File: src/safe_relative_uri_decoder_top_defines.svh
// ----------------------------------------------------------------------------
// safe relative uri decoder assertion macros
// assertion wrappers used by the rtl top of the decoder
// ----------------------------------------------------------------------------
`ifndef SAFE_RELATIVE_URI_DECODER_TOP_DEFINES_SVH
`define SAFE_RELATIVE_URI_DECODER_TOP_DEFINES_SVH

`ifndef ASSERT_OFF
// checked only outside reset
`define SRUD_ASSERT(lbl, prop) \
    lbl: assert property (@(posedge i_clk) disable iff (!i_rst_n) prop) \
        else $error("srud assertion failed");
// checked during reset as well
`define SRUD_ASSERT_RST(lbl, prop) \
    lbl: assert property (@(posedge i_clk) prop) \
        else $error("srud reset assertion failed");
`else
`define SRUD_ASSERT(lbl, prop)
`define SRUD_ASSERT_RST(lbl, prop)
`endif

`endif

File: src/srud_pkg.sv
// ----------------------------------------------------------------------------
// srud_pkg
// types, character codes and helpers of the safe relative uri decoder
// ----------------------------------------------------------------------------
`default_nettype none

package srud_pkg;

    localparam logic [7:0] CH_PERCENT   = 8'h25;
    localparam logic [7:0] CH_COLON     = 8'h3A;
    localparam logic [7:0] CH_DOT       = 8'h2E;
    localparam logic [7:0] CH_SLASH     = 8'h2F;
    localparam logic [7:0] CH_BACKSLASH = 8'h5C;
    localparam logic [7:0] CH_NUL       = 8'h00;
    localparam logic [7:0] CH_ZERO      = 8'h30;
    localparam logic [7:0] CH_NINE      = 8'h39;
    localparam logic [7:0] CH_LA        = 8'h61;
    localparam logic [7:0] CH_LF        = 8'h66;
    localparam logic [7:0] CH_UA        = 8'h41;
    localparam logic [7:0] CH_UF        = 8'h46;
    localparam logic [3:0] HEX_ALPHA    = 4'd10;

    localparam logic [1:0] SEG_LEN_MAX  = 2'd3;
    localparam logic [1:0] SEG_LEN_DOTS = 2'd2;

    typedef enum logic [2:0] {
        ESC_NORMAL = 3'b001,
        ESC_HIGH   = 3'b010,
        ESC_LOW    = 3'b100
    } t_esc;

    typedef struct packed {
        t_esc       esc;
        logic [3:0] high_nibble;
        logic       any_decoded;
        logic [1:0] seg_len;
        logic       seg_dots;
        logic       failed;
    } t_state;

    localparam t_state ST_RESET = '{
        esc:         ESC_NORMAL,
        high_nibble: 4'd0,
        any_decoded: 1'b0,
        seg_len:     2'd0,
        seg_dots:    1'b1,
        failed:      1'b0
    };

    typedef struct packed {
        logic       emit;
        logic [7:0] data;
        logic       done;
        logic       ok;
    } t_result;

    typedef struct packed {
        logic       valid;
        logic [3:0] value;
    } t_hex;

    function automatic t_hex hex_decode(input logic [7:0] c);
        t_hex h;
        h.valid = 1'b0;
        h.value = 4'd0;
        if (c >= CH_ZERO && c <= CH_NINE) begin
            h.valid = 1'b1;
            h.value = 4'(c - CH_ZERO);
        end else if (c >= CH_LA && c <= CH_LF) begin
            h.valid = 1'b1;
            h.value = 4'(c - CH_LA) + HEX_ALPHA;
        end else if (c >= CH_UA && c <= CH_UF) begin
            h.valid = 1'b1;
            h.value = 4'(c - CH_UA) + HEX_ALPHA;
        end
        return h;
    endfunction

endpackage

`default_nettype wire

File: src/srud_step.sv
// ----------------------------------------------------------------------------
// srud_step
// next state and result of the decoder for one encoded byte
// ----------------------------------------------------------------------------
`default_nettype none

module srud_step (
    input  wire srud_pkg::t_state i_state,
    input  wire logic [7:0]   i_byte,
    input  wire logic         i_present,
    input  wire logic         i_last,
    output srud_pkg::t_state  o_state,
    output srud_pkg::t_result o_result
);
    import srud_pkg::*;

    t_state  ns;
    t_hex    hx;
    logic    emit;
    logic [7:0] dec;
    logic    ok;

    always_comb begin
        ns   = i_state;
        hx   = hex_decode(i_byte);
        emit = 1'b0;
        dec  = 8'd0;
        if (i_present && !i_state.failed) begin
            case (i_state.esc)
                ESC_HIGH: begin
                    if (!hx.valid) begin
                        ns.failed = 1'b1;
                    end else begin
                        ns.high_nibble = hx.value;
                        ns.esc         = ESC_LOW;
                    end
                end
                ESC_LOW: begin
                    if (!hx.valid) begin
                        ns.failed = 1'b1;
                    end else begin
                        dec    = {i_state.high_nibble, hx.value};
                        ns.esc = ESC_NORMAL;
                        emit   = 1'b1;
                    end
                end
                default: begin
                    ns.esc = ESC_NORMAL;
                    if (i_byte == CH_PERCENT) begin
                        ns.esc = ESC_HIGH;
                    end else begin
                        dec  = i_byte;
                        emit = 1'b1;
                    end
                end
            endcase
            if (emit) begin
                ns.any_decoded = 1'b1;
                if (dec == CH_SLASH || dec == CH_BACKSLASH) begin
                    if (i_state.seg_len == 2'd0) begin
                        ns.failed = 1'b1;
                    end
                    if (i_state.seg_len == SEG_LEN_DOTS && i_state.seg_dots) begin
                        ns.failed = 1'b1;
                    end
                    ns.seg_len  = 2'd0;
                    ns.seg_dots = 1'b1;
                end else begin
                    if (dec == CH_COLON || dec == CH_NUL) begin
                        ns.failed = 1'b1;
                    end
                    if (i_state.seg_len != SEG_LEN_MAX) begin
                        ns.seg_len = i_state.seg_len + 2'd1;
                    end
                    if (dec != CH_DOT) begin
                        ns.seg_dots = 1'b0;
                    end
                end
            end
        end
        ok = !ns.failed && ns.any_decoded && (ns.esc == ESC_NORMAL)
             && !(ns.seg_len == SEG_LEN_DOTS && ns.seg_dots);
        o_result.emit = emit;
        o_result.data = dec;
        o_result.done = i_last;
        o_result.ok   = i_last && ok;
        o_state       = i_last ? ST_RESET : ns;
    end

endmodule

`default_nettype wire

File: src/safe_relative_uri_decoder_top.sv
// ----------------------------------------------------------------------------
// safe_relative_uri_decoder_top
// percent decoder and safety check for a relative uri path, one byte per item
// ----------------------------------------------------------------------------
// output: each accepted item's result is captured in the output register
// throughput: 1 item per cycle while the output is not stalled, limited by the single output register stage
// reset: synchronous active low, clears the running path state and the
//        output valid; the next string starts fresh after every tlast
`default_nettype none
`include "safe_relative_uri_decoder_top_defines.svh"

module safe_relative_uri_decoder_top (
    input  wire logic        i_clk,
    input  wire logic        i_rst_n,
    input  wire logic        i_s_axis_tvalid,
    output logic             o_s_axis_tready,
    input  wire logic [7:0]  i_s_axis_tdata,   // in_byte
    input  wire logic        i_s_axis_tuser,   // byte_present
    input  wire logic        i_s_axis_tlast,   // is_last
    output logic             o_m_axis_tvalid,
    input  wire logic        i_m_axis_tready,
    output logic [15:0]      o_m_axis_tdata,   // out_byte, accepted, zero pad
    output logic             o_m_axis_tuser,   // out_valid
    output logic             o_m_axis_tlast    // done_res
);
    import srud_pkg::*;

    t_state  r_state;
    t_state  n_state;
    t_result n_out;
    t_result r_out;
    logic    r_m_valid;
    logic    s_fire;

    srud_step u_step (
        .i_state   (r_state),
        .i_byte    (i_s_axis_tdata),
        .i_present (i_s_axis_tuser),
        .i_last    (i_s_axis_tlast),
        .o_state   (n_state),
        .o_result  (n_out)
    );

    assign o_s_axis_tready = !r_m_valid || i_m_axis_tready;
    assign s_fire          = i_s_axis_tvalid && o_s_axis_tready;

    always_ff @(posedge i_clk) begin
        if (!i_rst_n) begin
            r_state   <= ST_RESET;
            r_m_valid <= 1'b0;
        end else if (s_fire) begin
            r_state   <= n_state;
            r_m_valid <= 1'b1;
        end else if (i_m_axis_tready) begin
            r_m_valid <= 1'b0;
        end
    end

    always_ff @(posedge i_clk) begin
        if (s_fire) begin
            r_out <= n_out;
        end
    end

    assign o_m_axis_tvalid = r_m_valid;
    assign o_m_axis_tdata  = {7'd0, r_out.ok, r_out.data};
    assign o_m_axis_tuser  = r_out.emit;
    assign o_m_axis_tlast  = r_out.done;

    `SRUD_ASSERT(a_last_clears_state, s_fire && i_s_axis_tlast |=> r_state == ST_RESET)
    `SRUD_ASSERT(a_verdict_only_on_last, r_m_valid && !r_out.done |-> !r_out.ok)
    `SRUD_ASSERT(a_no_byte_without_emit, r_m_valid && !r_out.emit |-> r_out.data == 8'd0)
    `SRUD_ASSERT(a_failed_blocks_emit, s_fire && r_state.failed |=> !r_out.emit)
    `SRUD_ASSERT(a_stall_blocks_input, r_m_valid && !i_m_axis_tready |-> !o_s_axis_tready)
    `SRUD_ASSERT_RST(a_reset_clears_valid, !i_rst_n |=> !o_m_axis_tvalid)

endmodule

`default_nettype wire
File: config.mk
export PLATFORM = sky130hd
export DESIGN_NAME = safe_relative_uri_decoder_top
export DESIGN_NICKNAME = d
export VERILOG_FILES = /design/src/srud_pkg.sv /design/src/srud_step.sv /design/src/safe_relative_uri_decoder_top.sv
export VERILOG_INCLUDE_DIRS = /design/src /design/src/src
export SDC_FILE = /design/constraint.sdc
export NUM_CORES = 1
export LEC_CHECK = 0
export BUFFER_PORTS_ARGS = -buffer_cell sky130_fd_sc_hd__buf_2
export CAP_MARGIN = 40
export CORE_AREA = 2 2 60 62
export DETAILED_ROUTE_END_ITERATION = 6
export DIE_AREA = 0 0 62 64
export PLACE_DENSITY = 0.73
export SLEW_MARGIN = 40
export SYNTH_ARGS = -nofsm -noshare
export SYNTH_HDL_FRONTEND = slang
export SYNTH_SLANG_ARGS = --single-unit
File: constraint.sdc
create_clock -name i_clk -period 3.2 [get_ports i_clk]
set_input_delay 0.64 -clock i_clk [delete_from_list [all_inputs] [get_ports i_clk]]
set_output_delay 0.64 -clock i_clk [all_outputs]
set_load 0.02 [all_outputs]
==> run summary <==
Worst Hold Class = flop to flop
Hpwl dp = 2.68 mm
Die Span X = 62 um
Root Driver = clkbuf_4
Fill count = 315
Post-synth EDFFs = 11
Final setup viols = 0
Largest family of logic cells by synthesized area = simple AND/OR/NAND/NOR gates
Worst-Skew Late Latency = 0.31 ns
Worst path arrival time = 3.05 ns
Layout area overhead = 12.2%
Initial DRC count = 76
Post-CTS setup buffers = 0
FF+latch count, synth = 24
RR Startpoint = r_state[11]
Worst ir drop on vdd = 0.182 mV
Worst setup margin = 0.333 ns
IO buf count = 26
Critical path class = input pin to flop
Synth top area cells = edfxtp_1 20%, dfxtp_1 16%, nor2_1 3.9%
Clock tree sinks = 24
Tcrit/Tclk final = 89.6%
Outcome = finished, final reports clean
Skew final = 0.00387 ns
Worst reg-to-reg setup slack = 0.56 ns
DRT Wirelength = 3.40 mm
Largest net degree at the start of global routing = 18
Netlist cell types = 57
RD Place Congestion = 0.910
RSZ-0062 raised after global routing = no
Drt pass-1 iters = 4
Synth area leader = edfxtp_1
Ant diodes = 0
Initial Util = 49.2%
Tmin final = 2.87 ns
Clock Pin Slew Worst Setup and Hold Paths = 0.13 ns
Portion of netlist area occupied by mux cells = 0.619%
Pre-CTS setup slack = 0.0409 ns
Initial antenna violation count = 0
Share of layout cells above drive strength 1 = 22.5%
Yosys top cell area share = 20.4%
TNS Setup = 0 ns
Slew HR = 64.4%
Syn Area/Cell = 8.93 sq um
Die H = 64 um
Post-Syn Area = 0.00162 sq mm
CP max FO = 7
Post-synth ARST share = 0%
GR Util met1 = 28.2%
Fmax = 349 MHz
CORE AREA = 0.00328 sq mm
Vias per inst = 5.60
Avg WL per Cell = 13.3 um
DRC Markers = 0
Maxcap violations = 0
P per Cell Area = 341 mW/mm^2
Most used DFF post-synth = dfxtp_1
I/O Pins = 34
Hold Crit Endpoint = r_state[4]
Max Slew Vio Count = 0
Total Routing Usage GR = 19.1%
Met3 Usage GRT = 2.63%
Total Nets Final = 227
Hold path depth = 1
M2 GR Usage = 28.9%
Busiest grt layer = met2
Post-Synthesis Cells = 181
Simple-Gate Fraction of Synth Area = 31.3%
Crit end category = flop
Die Area = 0.00397 sq mm
CTS H-Tree Depth = 1
YS warnings = 0
Crit path required time = 3.39 ns
# hold bufs at CTS = 0
Min-delay src = r_state[4]
Startpoint Class = input pin
Post-synthesis sequential area ratio = 36.5%
LEAKAGE = 0.000689 uW
CTS tree = done
Final hold vios = 0
Global-route wire length before repair = 5.84 mm
Vias in the first global route = 1290
Final ANT Viol Nets = 0
FP Rows = 21
Grt ovf = 0
# resized after CTS = 0
Cts bufs inserted = 3
Worst slew pin tran = 0.530 ns
Compound-Gate Fraction of Synth Area = 21.4%
Clock tree buffer depth = 2
Reg-to-Reg End = o_m_axis_tdata[8]
Adder-cell share of the synthesized area = 2.32%
Final core occ = 55.2%
R2R cell count = 8
Post-Synth XOR/XNOR Area = 0.542%
Routed via count = 1427
per-stage QoR:
step	total power, uW	std cells	area (sq um)	hold WS, ns
after floorplan	430	187	1640	0.433
after global placement	463	251	1780	0.445
after detailed placement	463	251	1780	0.455
after CTS	619	255	1810	0.486
after global routing	647	255	1810	0.515
final	619	255	1810	0.496
layer usage:
layer	part of all wire [%]	vias to the layer above
met5	0	-
met4	0.76	0
met3	6.5	2
met2	47	60
met1	46	647
li1	-	718
cell families after synthesis:
kind of cell | after synthesis
xor gates and xnor gates | 1
other | 1
and+or+nand+nor | 86
DFF | 24
adders and majority gates | 3
buffers and inverters | 19
muxes | 1
AOI/OAI and AO/OA | 46
registers in the layout, summed over array words and instances, names as in the netlist:
name,cells
o_m_axis_tdata,9
o_m_axis_tvalid,1
o_m_axis_tuser,1
o_m_axis_tlast,1
r_state,12
Yosys cell counts (all sizes together), types with 4 or more instances:
| master | count |
|---|---|
| nand2 | 13 |
| buf | 10 |
| a21oi | 13 |
| nor2b | 10 |
| nor4 | 4 |
| inv | 5 |
| a21boi | 4 |
| nand2b | 4 |
| nor2 | 17 |
| nor3 | 7 |
| dfxtp | 13 |
| nand3 | 4 |
| o21ai | 4 |
| nand4b | 5 |
| edfxtp | 11 |
| clkbuf | 4 |
| a22oi | 4 |
final cells by class:
| cell class | count | area, sq um | share of cell area (%) |
|---|---|---|---|
| inverters | 5 | 18.8 | 1.04 |
| flip-flops and latches | 24 | 591 | 32.6 |
| well taps | 46 | 57.6 | 3.17 |
| clock buffers | 4 | 36.3 | 2.00 |
| repair buffers | 32 | 175 | 9.66 |
| multi-input cells | 144 | 935 | 51.6 |
power by group:
part | switching (uW) | internal [uW]
registers | 4.78 | 335
logic | 76.5 | 41.7
clock network | 92.0 | 69.5
critical path: stages:
cell and delay (ns):
buf_2 0.13, inv_1 0.07, ha_1 0.20, nor3b_1 0.30
and4b_1 0.32, a221o_1 0.33, a22oi_1 0.31, nor3b_1 0.12
a21boi_2 0.20, a211oi_2 0.23, o311a_1 0.21
cells in the final DEF, fill, tap and decap left out, drive strengths merged, types with 4 or more instances in the layout:
cell type / instances
buf: 32
a21boi: 4
nand3: 4
nand4b: 5
nand2: 13
clkbuf: 4
nor4: 4
a21oi: 13
conb: 7
a22oi: 4
nor2b: 10
dfxtp: 13
edfxtp: 11
nand2b: 4
inv: 5
o21ai: 4
nor2: 17
nor3: 7
worst max path at each step:
stage,cells after the start,end,from
after floorplan,11,o_m_axis_tdata[8],i_s_axis_tdata[0]
after global placement,11,o_m_axis_tdata[8],i_s_axis_tdata[1]
after detailed placement,11,o_m_axis_tdata[8],i_s_axis_tdata[1]
after CTS,11,o_m_axis_tdata[8],i_s_axis_tdata[1]
after global routing,11,o_m_axis_tdata[8],i_s_axis_tdata[1]
final,11,o_m_axis_tdata[8],i_s_axis_tdata[1]
(Power assumes the default switching activity.)
